$ cat src/rtl/length_prefixed_request_deframer_assert.svh
// Assertion macros shared by the deframer RTL.
`ifndef LENGTH_PREFIXED_REQUEST_DEFRAMER_ASSERT_SVH
`define LENGTH_PREFIXED_REQUEST_DEFRAMER_ASSERT_SVH

// Same-cycle implication, disabled during reset.
`define LPRD_ASSERT_NOW(label, clk, rst_n, ante, cons) \
    label: assert property (@(posedge clk) disable iff (!(rst_n)) (ante) |-> (cons)) \
        else $error("deframer assertion failed");

// Next-cycle implication, disabled during reset.
`define LPRD_ASSERT_NEXT(label, clk, rst_n, ante, cons) \
    label: assert property (@(posedge clk) disable iff (!(rst_n)) (ante) |=> (cons)) \
        else $error("deframer assertion failed");

`endif

$ cat src/rtl/lprd_pkg.sv
`timescale 1ns / 1ps

package lprd_pkg;

    localparam int unsigned MAX_FRAME_BYTES_DEF = 4096;
    localparam int unsigned LIMIT_W             = 13;
    localparam logic [LIMIT_W-1:0] LIMIT_RESET  = 13'd4096;
    localparam int unsigned BYTE_W              = 8;
    localparam int unsigned WORD_W              = 32;
    localparam int unsigned STR_NUM_W           = 10;
    localparam int unsigned KIND_W              = 2;
    localparam int unsigned ERR_W               = 3;
    localparam int unsigned M_TDATA_W           = 24;
    localparam logic [WORD_W-1:0] LEN_FIELD_BYTES = 32'd4;

    typedef enum logic [KIND_W-1:0] {
        KIND_BYTE      = 2'd0,
        KIND_EMPTY_STR = 2'd1,
        KIND_EMPTY_REQ = 2'd2,
        KIND_ERROR     = 2'd3
    } t_kind;

    typedef enum logic [ERR_W-1:0] {
        ERR_TOO_LONG  = 3'd0,
        ERR_COUNT     = 3'd1,
        ERR_TRUNC_LEN = 3'd2,
        ERR_OVERRUN   = 3'd3,
        ERR_TRAILING  = 3'd4
    } t_err;

    typedef struct packed {
        t_kind                 kind;
        logic [BYTE_W-1:0]     payload;
        logic [STR_NUM_W-1:0]  string_number;
        logic                  string_end;
        logic                  request_end;
        t_err                  error_code;
    } t_result;

endpackage

$ cat src/rtl/length_prefixed_request_deframer.sv
`timescale 1ns / 1ps
// Deframes a byte stream of length-prefixed requests: a 4-byte big-endian body length, a
// little-endian 32-bit string count, then each string as a little-endian 32-bit length and
// its bytes. Every string byte leaves as one transaction tagged with its string index and
// end flags; empty strings and empty requests get marker transactions, and the first framing
// error produces one error transaction, after which all input is dropped until reset. One
// byte is taken every cycle while the output is not stalled, and its result passes from the
// input register to the output register through the per-byte state update, which sets the
// rate and is combinational. The frame limit may only be written while idle.
`include "length_prefixed_request_deframer_assert.svh"

module length_prefixed_request_deframer #(
    parameter int unsigned MAX_FRAME_BYTES = lprd_pkg::MAX_FRAME_BYTES_DEF
) (
    input  logic                                  i_clk,
    input  logic                                  i_rst_n,
    input  logic                                  i_cfg_we,
    input  logic [lprd_pkg::LIMIT_W-1:0]          i_cfg_wdata,
    input  logic                                  i_s_tvalid,
    output logic                                  o_s_tready,
    // data_byte[7:0]
    input  logic [lprd_pkg::BYTE_W-1:0]           i_s_tdata,
    output logic                                  o_m_tvalid,
    input  logic                                  i_m_tready,
    // payload[7:0], string_number[17:8], string_end[18], error_code[21:19], zero[23:22]
    output logic [lprd_pkg::M_TDATA_W-1:0]        o_m_tdata,
    // kind[1:0]
    output logic [lprd_pkg::KIND_W-1:0]           o_m_tuser,
    output logic                                  o_m_tlast
);

    localparam logic [lprd_pkg::WORD_W-1:0] MaxLimit = lprd_pkg::WORD_W'(MAX_FRAME_BYTES);

    typedef enum logic [1:0] {
        PH_HDR   = 2'd0,
        PH_COUNT = 2'd1,
        PH_LEN   = 2'd2,
        PH_DATA  = 2'd3
    } t_phase;

    t_phase                              r_phase, n_phase;
    logic [1:0]                          r_fcnt, n_fcnt;
    logic [lprd_pkg::WORD_W-1:0]         r_word, n_word;
    logic [lprd_pkg::LIMIT_W-1:0]        r_frem, n_frem;
    logic [lprd_pkg::WORD_W-1:0]         r_sleft, n_sleft;
    logic [lprd_pkg::LIMIT_W-1:0]        r_sbleft, n_sbleft;
    logic [lprd_pkg::STR_NUM_W-1:0]      r_cur, n_cur;
    logic                                r_closed, n_closed;
    logic [lprd_pkg::LIMIT_W-1:0]        r_limit;
    logic                                r_in_valid;
    logic [lprd_pkg::BYTE_W-1:0]         r_in_byte;
    logic                                r_out_valid;
    lprd_pkg::t_result                   r_out;

    lprd_pkg::t_result                   res;
    logic                                res_valid;
    logic                                advance;
    logic [lprd_pkg::WORD_W-1:0]         limit_eff;
    logic [lprd_pkg::WORD_W-1:0]         hdr_word;
    logic [lprd_pkg::WORD_W-1:0]         le_word;
    logic [lprd_pkg::LIMIT_W-1:0]        frem_dec;
    logic [lprd_pkg::LIMIT_W-1:0]        sb_dec;
    logic [lprd_pkg::WORD_W-1:0]         sl_dec;
    logic                                as_go;
    lprd_pkg::t_kind                     as_kind;
    logic [lprd_pkg::BYTE_W-1:0]         as_byte;

    assign limit_eff = ({19'd0, r_limit} < MaxLimit) ? {19'd0, r_limit} : MaxLimit;
    assign hdr_word  = {r_word[23:0], r_in_byte};
    assign le_word   = {r_in_byte, r_word[31:8]};
    assign frem_dec  = (r_frem != '0) ? r_frem - 1'b1 : r_frem;
    assign sb_dec    = (r_sbleft != '0) ? r_sbleft - 1'b1 : r_sbleft;
    assign sl_dec    = r_sleft - 1'b1;

    always_comb begin
        n_phase   = r_phase;
        n_fcnt    = r_fcnt;
        n_word    = r_word;
        n_frem    = r_frem;
        n_sleft   = r_sleft;
        n_sbleft  = r_sbleft;
        n_cur     = r_cur;
        n_closed  = r_closed;
        res_valid = 1'b0;
        res       = '0;
        as_go     = 1'b0;
        as_kind   = lprd_pkg::KIND_BYTE;
        as_byte   = '0;

        if (!r_closed) begin
            case (r_phase)
                PH_HDR: begin
                    n_word = hdr_word;
                    n_fcnt = r_fcnt + 1'b1;
                    if (r_fcnt == 2'd3) begin
                        if (hdr_word > limit_eff) begin
                            n_closed = 1'b1;
                            res_valid = 1'b1;
                            res.kind = lprd_pkg::KIND_ERROR;
                            res.error_code = lprd_pkg::ERR_TOO_LONG;
                        end else if (hdr_word < lprd_pkg::LEN_FIELD_BYTES) begin
                            n_closed = 1'b1;
                            res_valid = 1'b1;
                            res.kind = lprd_pkg::KIND_ERROR;
                            res.error_code = lprd_pkg::ERR_COUNT;
                        end else begin
                            n_frem  = hdr_word[lprd_pkg::LIMIT_W-1:0];
                            n_word  = '0;
                            n_phase = PH_COUNT;
                        end
                    end
                end
                PH_COUNT, PH_LEN: begin
                    n_frem = frem_dec;
                    n_word = le_word;
                    n_fcnt = r_fcnt + 1'b1;
                    if (r_fcnt == 2'd3) begin
                        if (r_phase == PH_COUNT) begin
                            n_sleft = le_word;
                            n_cur   = '0;
                            if (le_word == '0) begin
                                res_valid = 1'b1;
                                n_phase   = PH_HDR;
                                if (frem_dec != '0) begin
                                    n_closed = 1'b1;
                                    res.kind = lprd_pkg::KIND_ERROR;
                                    res.error_code = lprd_pkg::ERR_TRAILING;
                                end else begin
                                    n_word = '0;
                                    res.kind = lprd_pkg::KIND_EMPTY_REQ;
                                    res.request_end = 1'b1;
                                end
                            end else if ({19'd0, frem_dec} < lprd_pkg::LEN_FIELD_BYTES) begin
                                n_closed = 1'b1;
                                n_phase = PH_HDR;
                                res_valid = 1'b1;
                                res.kind = lprd_pkg::KIND_ERROR;
                                res.error_code = lprd_pkg::ERR_TRUNC_LEN;
                            end else begin
                                n_phase = PH_LEN;
                                n_word  = '0;
                            end
                        end else begin
                            n_sbleft = le_word[lprd_pkg::LIMIT_W-1:0];
                            if (le_word > {19'd0, frem_dec}) begin
                                n_closed = 1'b1;
                                n_phase = PH_HDR;
                                res_valid = 1'b1;
                                res.kind = lprd_pkg::KIND_ERROR;
                                res.error_code = lprd_pkg::ERR_OVERRUN;
                            end else if (le_word == '0) begin
                                as_go   = 1'b1;
                                as_kind = lprd_pkg::KIND_EMPTY_STR;
                            end else begin
                                n_phase = PH_DATA;
                            end
                        end
                    end
                end
                PH_DATA: begin
                    n_frem   = frem_dec;
                    n_sbleft = sb_dec;
                    if (sb_dec != '0) begin
                        res_valid = 1'b1;
                        res.kind = lprd_pkg::KIND_BYTE;
                        res.payload = r_in_byte;
                        res.string_number = r_cur;
                    end else begin
                        as_go   = 1'b1;
                        as_kind = lprd_pkg::KIND_BYTE;
                        as_byte = r_in_byte;
                    end
                end
                default: begin
                    n_phase = PH_HDR;
                    n_fcnt  = '0;
                    n_word  = '0;
                end
            endcase

            if (as_go) begin
                n_sleft   = sl_dec;
                n_cur     = r_cur + 1'b1;
                res_valid = 1'b1;
                if (sl_dec == '0) begin
                    n_phase = PH_HDR;
                    n_fcnt  = '0;
                    if (frem_dec != '0) begin
                        n_closed = 1'b1;
                        res.kind = lprd_pkg::KIND_ERROR;
                        res.error_code = lprd_pkg::ERR_TRAILING;
                    end else begin
                        n_word = '0;
                        n_cur  = '0;
                        res.kind = as_kind;
                        res.payload = as_byte;
                        res.string_number = r_cur;
                        res.string_end = 1'b1;
                        res.request_end = 1'b1;
                    end
                end else if ({19'd0, frem_dec} < lprd_pkg::LEN_FIELD_BYTES) begin
                    n_closed = 1'b1;
                    n_phase = PH_HDR;
                    n_fcnt  = '0;
                    res.kind = lprd_pkg::KIND_ERROR;
                    res.error_code = lprd_pkg::ERR_TRUNC_LEN;
                end else begin
                    n_phase = PH_LEN;
                    n_word  = '0;
                    n_fcnt  = '0;
                    res.kind = as_kind;
                    res.payload = as_byte;
                    res.string_number = r_cur;
                    res.string_end = 1'b1;
                end
            end
        end
    end

    assign advance    = r_in_valid && (!res_valid || !r_out_valid || i_m_tready);
    assign o_s_tready = !r_in_valid || advance;

    always_ff @(posedge i_clk) begin
        if (!i_rst_n) begin
            r_phase     <= PH_HDR;
            r_fcnt      <= '0;
            r_word      <= '0;
            r_frem      <= '0;
            r_sleft     <= '0;
            r_sbleft    <= '0;
            r_cur       <= '0;
            r_closed    <= 1'b0;
            r_limit     <= lprd_pkg::LIMIT_RESET;
            r_in_valid  <= 1'b0;
            r_out_valid <= 1'b0;
        end else begin
            if (i_cfg_we) begin
                r_limit <= i_cfg_wdata;
            end
            if (o_s_tready) begin
                r_in_valid <= i_s_tvalid;
            end
            if (advance) begin
                r_phase  <= n_phase;
                r_fcnt   <= n_fcnt;
                r_word   <= n_word;
                r_frem   <= n_frem;
                r_sleft  <= n_sleft;
                r_sbleft <= n_sbleft;
                r_cur    <= n_cur;
                r_closed <= n_closed;
            end
            if (advance && res_valid) begin
                r_out_valid <= 1'b1;
            end else if (i_m_tready) begin
                r_out_valid <= 1'b0;
            end
        end
    end

    always_ff @(posedge i_clk) begin
        if (o_s_tready) begin
            r_in_byte <= i_s_tdata;
        end
        if (advance && res_valid) begin
            r_out <= res;
        end
    end

    assign o_m_tvalid = r_out_valid;
    assign o_m_tuser  = r_out.kind;
    assign o_m_tlast  = r_out.request_end;
    assign o_m_tdata  = {2'b00, r_out.error_code, r_out.string_end,
                         r_out.string_number, r_out.payload};

    `LPRD_ASSERT_NEXT(a_error_closes, i_clk, i_rst_n,
        advance && res_valid && (res.kind == lprd_pkg::KIND_ERROR), r_closed)
    `LPRD_ASSERT_NEXT(a_closed_is_quiet, i_clk, i_rst_n,
        r_closed && !o_m_tvalid, !o_m_tvalid)
    `LPRD_ASSERT_NOW(a_request_end_shape, i_clk, i_rst_n,
        o_m_tvalid && o_m_tlast,
        (o_m_tuser == lprd_pkg::KIND_EMPTY_REQ) || o_m_tdata[18])

endmodule

$ cat config.mk
export PLATFORM = sky130hd
export DESIGN_NAME = length_prefixed_request_deframer
export DESIGN_NICKNAME = d
export VERILOG_FILES = /design/src/rtl/lprd_pkg.sv /design/src/rtl/length_prefixed_request_deframer.sv
export VERILOG_INCLUDE_DIRS = /design/src /design/src/rtl
export SDC_FILE = /design/constraint.sdc
export NUM_CORES = 1
export LEC_CHECK = 0
export BUFFER_PORTS_ARGS = -buffer_cell sky130_fd_sc_hd__buf_2
export CAP_MARGIN = 20
export CORE_ASPECT_RATIO = 0.9
export CORE_MARGIN = 2
export CORE_UTILIZATION = 25
export DETAILED_ROUTE_END_ITERATION = 12
export SLEW_MARGIN = 25
export SYNTH_ARGS = -nofsm -noshare
export SYNTH_HDL_FRONTEND = slang
export SYNTH_SLANG_ARGS = --single-unit
$ cat constraint.sdc
create_clock -name i_clk -period 6 [get_ports i_clk]
set_input_delay 1.2 -clock i_clk [delete_from_list [all_inputs] [get_ports i_clk]]
set_output_delay 1.2 -clock i_clk [all_outputs]
set_load 0.01 [all_outputs]
==> impl_metrics.csv, run 1 <==
group,metric,value,unit
run,cap_viol_max_count,0,
synth,yosysTopAreaCellShare,0.240,
drt,remaining_drc_errors,0,
drt,vias,9771,
timing,fin_ws,0.251,ns
floorplanning,ios,55,
floorplanning,die_h,194,um
placed_design,gp_congestion,0.943,
grt,grt_pass1_vias,8885,
clock_network,cts_tree,"done",
synth,syn_area,9990,sq um
grt,antenna_found_initial,0,
grt,grt_overflow_total,0,
timing,skew,0.0130,ns
layout,drive_gt1_frac,0.140,
hold_path,holdPathStages,1,
synth,synth_area_leaders,"dfxtp_1 (24%), edfxtp_1 (9.9%), nand2_1 (4.6%)",
worst_setup_path,worstSetupPathType,"flip-flop to primary output",
synth,yosysWarnings,0,
synth,synth_edf_count,33,
timing,hold_violations,0,
worst_setup_path,reg2reg_to,"r_phase[1]",
synth,synth.avg_cell_area,8.32,sq um
floorplanning,core-area,39500,sq um
worst_setup_path,end_kind,"primary output",
hold_path,min_to,"r_word[6]",
power_and_ir_drop,p_per_area,205,nW/um^2
clock_network,h-tree-depth,4,
timing,tns,0,ns
layout,diodes,0,
timing,layout_worst_path_cycle_share,0.958,
synth,syn_inst,1201,
outcome,status,"complete, no violations",
clock_network,cts.sinks,153,
floorplanning,num_rows,69,
timing,tightest_slew,0.919,ns
drt,drt_first_iter_violations,1071,
timing,post-route-min-period,5.75,ns
floorplanning,start_util,0.253,
layout,area_delta_synth_final,13.9,%
floorplanning,die_w,215,um
clock_network,clock_path_buffers,2,
clock_network,clk_latency,0.45,ns
clock_network,clk_pin_slew,0.07,ns
worst_setup_path,reg2reg_depth,16,
layout,design_area,11400,sq um
synth,yosysTopAreaCell,"dfxtp_1",
drt,avgViaCountPerCell,5.58,
grt,grt_pass1_wl,51.1,mm
drt,firstDrtPassIters,6,
timing,maxSlewHeadroom,0.385,
drt,drt_wl_total,32.7,mm
placed_design,io_buffers,52,
floorplanning,die_area,41600,sq um
synth,synth_top_flop_cell,"dfxtp_1",
clock_network,hold_buffers,0,
placed_design,dp_hpwl,22.9,mm
power_and_ir_drop,ir_worst_vdd,0.206,mV
placed_design,place_ws,0.412,ns
timing,timing.fmax,174,MHz
layout,mostFrequentLayoutCell,"nand2_1",
clock_network,cts-root-buf,"clkbuf_16",
synth,yosys.cell_types.count,90,
worst_setup_path,ff2ff_setup_slack,0.95,ns
clock_network,cts_buffers,17,
worst_setup_path,cp-start-kind,"flip-flop",
synth,synthArstFlopShare,0,
timing,slew_viol_final,0,
synth,synth_seq_cells,153,
timing,rsz0062_at_grt,"false",
hold_path,hold_path_class,"flip-flop to flip-flop",
worst_setup_path,r2r_start,"r_frem[0]",
placed_design,dpl_cell_area,10700,sq um
hold_path,hold_start,"r_word[6]",
drt,wl_per_cell,18.7,um
worst_setup_path,critPathArrivalTime,4.55,ns
grt,grt_max_degree,56,
worst_setup_path,required,4.80,ns
synth,synth_seq_area_share,0.340,
worst_setup_path,path_max_fanout,13,
layout,fin_nets,1267,
grt,grtUsageTotal,0.155,
layout,final_cell_mix,"nand2_1 (123), dfxtp_1 (120), nor2_1 (105)",
power_and_ir_drop,leakagePower,4.11,nW
timing,setup_viol,0,
drt,ant_nets,0,
==> metrics by stage <==
stage          std cells  utilization  power (mW)  hold slack, ns
4_1_cts             1748        0.287        2.34           0.489
6_report            1751        0.288        2.33           0.495
3_3_place_gp        1713        0.271        1.23           0.460
3_5_place_dp        1713        0.271        1.24           0.476
5_1_grt             1751        0.288        2.41           0.504
2_1_floorplan       1202            -        1.19           0.450
==> Yosys cell counts (5+ instances only) <==
| cell | count |
|---|---|
| inv_1 | 29 |
| and3_1 | 15 |
| ha_1 | 35 |
| o31ai_1 | 12 |
| edfxtp_1 | 33 |
| nor3_1 | 38 |
| o41ai_1 | 5 |
| nand3b_1 | 5 |
| o21a_1 | 10 |
| nand4_1 | 25 |
| nor4b_1 | 6 |
| and4b_1 | 5 |
| nor3b_1 | 5 |
| a31oi_1 | 12 |
| o31a_1 | 8 |
| nand2_1 | 123 |
| nand3_1 | 38 |
| nand2b_1 | 5 |
| a31o_1 | 5 |
| a31o_2 | 6 |
| o221a_2 | 8 |
| or3_1 | 17 |
| a22oi_1 | 35 |
| a32o_1 | 16 |
| buf_1 | 5 |
| or4_1 | 8 |
| or2_2 | 7 |
| clkbuf_1 | 68 |
| o22ai_1 | 10 |
| o2bb2ai_2 | 10 |
| buf_2 | 10 |
| o211ai_1 | 17 |
| nor2_1 | 105 |
| a21oi_1 | 71 |
| o21ai_0 | 64 |
| a211oi_1 | 11 |
| and2_1 | 26 |
| xor2_1 | 5 |
| mux2i_1 | 24 |
| nor2b_1 | 9 |
| dfxtp_1 | 120 |
| nor4_1 | 22 |
| o2bb2ai_1 | 22 |
==> worst max path at each step <==
| stage | startpoint | endpoint | cells after the start |
|---|---|---|---|
| after CTS | r_frem[0] | o_s_tready | 14 |
| after floorplan | r_frem[0] | o_s_tready | 15 |
| after global routing | r_frem[0] | o_s_tready | 15 |
| after global placement | r_frem[0] | o_s_tready | 15 |
| after detailed placement | r_frem[0] | o_s_tready | 14 |
| final | r_frem[2] | o_s_tready | 13 |
==> final cells by class <==
type / count / area (sq um)
inverters: 31 / 116
clock buffers: 19 / 443
multi-input cells: 928 / 6170
flip-flops and latches: 153 / 3390
clock inverters: 13 / 144
fillers: 4218 / 28100
well taps: 532 / 666
repair buffers: 75 / 445
==> cell families after synthesis <==
| logic type | count (synthesis) | synth area share |
|---|---|---|
| buffers and inverters | 121 | 0.0509 |
| adders and majority gates | 36 | 0.0448 |
| DFF | 153 | 0.340 |
| and+or+nand+nor | 480 | 0.251 |
| other | 1 | 0.000375 |
| xor gates and xnor gates | 8 | 0.00701 |
| AOI/OAI and AO/OA | 378 | 0.283 |
| muxes | 24 | 0.0240 |
==> worst max-delay path, cell delays in order (launching register included) <==
cell      delay [ns]
dfxtp_1         0.44
or4_1           0.64
or3_1           0.36
nand2b_1        0.19
xor2_1          0.18
ha_1            0.33
nand4_1         0.12
a21oi_1         0.33
o221ai_2        0.23
a32oi_2         0.36
o221ai_2        0.20
a221oi_4        0.28
nand2_1         0.20
buf_2           0.23
==> timing repair <==
item | in CTS | in global routing
gates resized for setup | 3 | 6
buffers inserted | 3 | 3
pin swaps | 1 | 2
setup endpoints to repair | 1 | 1
gates cloned | 0 | 0
==> registers in the layout (all words and copies together), names as in the netlist, 2 cells and up <==
name       count
o_m_tdata     22
o_m_tuser      2
r_in_byte      8
r_phase        2
r_frem        13
r_sbleft      13
r_fcnt         2
r_word        32
r_limit       13
r_sleft       32
r_cur         10
==> where the power goes <==
| part | total (mW) | leakage (nW) | internal, mW | switching, mW |
|---|---|---|---|---|
| Clock | 1.11 | 0.272 | 0.627 | 0.482 |
| Combinational | 0.134 | 2.56 | 0.0488 | 0.0855 |
| Sequential | 1.08 | 1.28 | 1.06 | 0.0235 |
| Total | 2.33 | 4.11 | 1.74 | 0.591 |
==> routing by layer <==
layer	track usage	vias up	routed length, um
met4	0.0484	0	646
met3	0.0322	50	2570
met1	0.232	4738	15800
li1	-	4607	-
met2	0.219	376	13700
met5	0	-	0
Note: power is estimated with default switching activity, not from simulation.
==> inputs of run 2 (changes only) <==
--- a/config.mk
+++ b/config.mk
@@ -12,6 +12,7 @@
 export CORE_MARGIN = 2
 export CORE_UTILIZATION = 25
 export DETAILED_ROUTE_END_ITERATION = 12
+export PLACE_DENSITY = 0.46
 export SLEW_MARGIN = 25
 export SYNTH_ARGS = -nofsm -noshare
 export SYNTH_HDL_FRONTEND = slang
==> impl_metrics.csv, run 2 (synthesis results as in run 1) <==
group,metric,value,unit
worst_setup_path,cpMaxStageDelayCell,"or4b_4",
layout,final_cell_mix,"nand2_1 (122), dfxtp_1 (120), nor2_1 (105)",
worst_setup_path,required,4.80,ns
drt,drt_wl_total,34.0,mm
clock_network,cts_buffers,17,
power_and_ir_drop,ir_worst_vdd,0.190,mV
worst_setup_path,crit_path_max_incr_delay,0.52,ns
worst_setup_path,path_max_fanout,7,
drt,wl_per_cell,19.4,um
clock_network,cts.sinks,153,
timing,fin_ws,0.232,ns
placed_design,place_ws,0.427,ns
layout,mostFrequentLayoutCell,"nand2_1",
grt,grt_pass1_vias,8812,
drt,drt_first_iter_violations,940,
power_and_ir_drop,p_comb_frac,0.060,
layout,final_util,0.287,
timing,timing.fmax,173,MHz
timing,post-route-min-period,5.77,ns
timing,hold_violations,0,
clock_network,cts-root-buf,"clkbuf_16",
grt,grt_overflow_total,0,
drt,remaining_drc_errors,0,
run,cap_viol_max_count,0,
floorplanning,core-area,39500,sq um
layout,drive_gt1_frac,0.137,
timing,setup_viol,0,
grt,grt_max_degree,72,
drt,vias,9566,
power_and_ir_drop,swShare,0.255,
floorplanning,num_rows,69,
power_and_ir_drop,netSwitchingPower,0.570,mW
clock_network,h-tree-depth,4,
layout,area_delta_synth_final,13.2,%
floorplanning,die_h,194,um
worst_setup_path,worstPathCellList,"inv_2 -> ha_2 -> or4b_4 -> or3_1 -> o31a_1 -> ha_1 -> a21o_1 -> nand2_1 -> o21ai_0 -> o311ai_2 -> a32oi_2 -> and3_1 -> a221oi_4 -> nand2_2 -> buf_2",
power_and_ir_drop,p_clk_frac,0.455,
floorplanning,start_util,0.253,
timing,skew,0.0176,ns
grt,grtUsageTotal,0.164,
timing,layout_worst_path_cycle_share,0.961,
power_and_ir_drop,cellInternalPower,1.66,mW
drt,ant_nets,0,
power_and_ir_drop,leakagePower,4.10,nW
placed_design,dp_hpwl,23.6,mm
clock_network,cts_tree,"done",
floorplanning,ios,55,
clock_network,clk_pin_slew,0.07,ns
placed_design,gp_congestion,0.899,
worst_setup_path,end_kind,"primary output",
timing,maxSlewHeadroom,0.365,
timing,slew_viol_final,0,
timing,tightest_slew,0.945,ns
power_and_ir_drop,p_per_area,198,nW/um^2
floorplanning,die_w,215,um
worst_setup_path,worstSetupPathType,"flip-flop to primary output",
outcome,status,"complete, no violations",
clock_network,clk_latency,0.46,ns
timing,tns,0,ns
power_and_ir_drop,pwr-share-seq,0.486,
layout,fin_nets,1264,
layout,fillers,4249,
grt,grt_pass1_wl,53.2,mm
worst_setup_path,critPathArrivalTime,4.57,ns
grt,antenna_found_initial,0,
drt,avgViaCountPerCell,5.47,
clock_network,clock_path_buffers,2,
placed_design,io_buffers,52,
worst_setup_path,cp-start-kind,"flip-flop",
drt,firstDrtPassIters,5,
hold_path,hold_path_class,"flip-flop to flip-flop",
timing,rsz0062_at_grt,"false",
floorplanning,die_area,41600,sq um
-- run 2: changes by cell type in the layout (fill, tap and decap cells not counted), moves of 2 or more --
cell and delta:
clkinvlp_4 -3, bufinv_16 -2, nor4_4 -2, clkbuf_1 +3
nor4_2 +2, buf_4 -4
-- run 2: power by group through the flow --
stage | clock network (mW) | logic [mW] | registers [mW]
6_report | 1.02 | 0.134 | 1.08
3_5_place_dp | 0 | 0.131 | 1.11
4_1_cts | 1.05 | 0.132 | 1.08
3_3_place_gp | 0 | 0.131 | 1.11
5_1_grt | 1.10 | 0.149 | 1.09
2_1_floorplan | 0 | 0.0971 | 1.09
-- run 2: what timing repair did --
item	in CTS	in global routing
hold buffers	0	0
gates resized for setup	1	7
setup buffers	1	0
pin swaps	0	2
endpoints found under the setup margin	1	1
-- run 2: routing by layer --
layer	part of all wire	up-vias	GRT usage
li1	-	4588	-
met1	0.51	4598	0.246
met4	0.019	0	0.0522
met3	0.066	40	0.0364
met2	0.41	340	0.227
met5	0	-	0
-- run 2: cell type report --
| type | instances | area, sq um | area share |
|---|---|---|---|
| Multi-Input combinational cell | 928 | 6160 | 0.545 |
| Timing Repair Buffer | 72 | 435 | 0.0385 |
| Sequential cell | 153 | 3390 | 0.300 |
| Antenna cell | 1 | 2.50 | 0.000221 |
| Clock buffer | 23 | 468 | 0.0414 |
| Inverter | 31 | 116 | 0.0103 |
| Clock inverter | 9 | 66.3 | 0.00587 |
| Tap cell | 532 | 666 | 0.0589 |
-- run 2: path summary, 6_finish.rpt --
| check | depth (start not counted) | end | slack (ns) | from |
|---|---|---|---|---|
| hold reg to reg | 2 | r_fcnt[1] | 0.49 | r_fcnt[1] |
| hold / removal | 2 | r_fcnt[1] | 0.49 | r_fcnt[1] |
| setup / recovery | 15 | o_s_tready | 0.23 | r_frem[0] |
| setup reg to reg | 17 | r_cur[3] | 0.64 | r_frem[0] |
-- run 2: critical path: cells and delay by family (launching register included) --
kind / cells / cell delay, ns
fa+ha+maj: 2 / 0.45
buf+inv: 2 / 0.31
compound gates: 6 / 1.61
simple gates: 5 / 1.36
flops: 1 / 0.37
-- run 2: through the flow --
stage / total power [mW] / hold WS, ns / instance area [sq um] / cells
6_report: 2.23 / 0.486 / 11300 / 1749
5_1_grt: 2.33 / 0.502 / 11300 / 1748
4_1_cts: 2.27 / 0.487 / 11300 / 1748
3_5_place_dp: 1.24 / 0.477 / 10700 / 1715
3_3_place_gp: 1.24 / 0.460 / 10700 / 1715
2_1_floorplan: 1.19 / 0.450 / 9990 / 1202
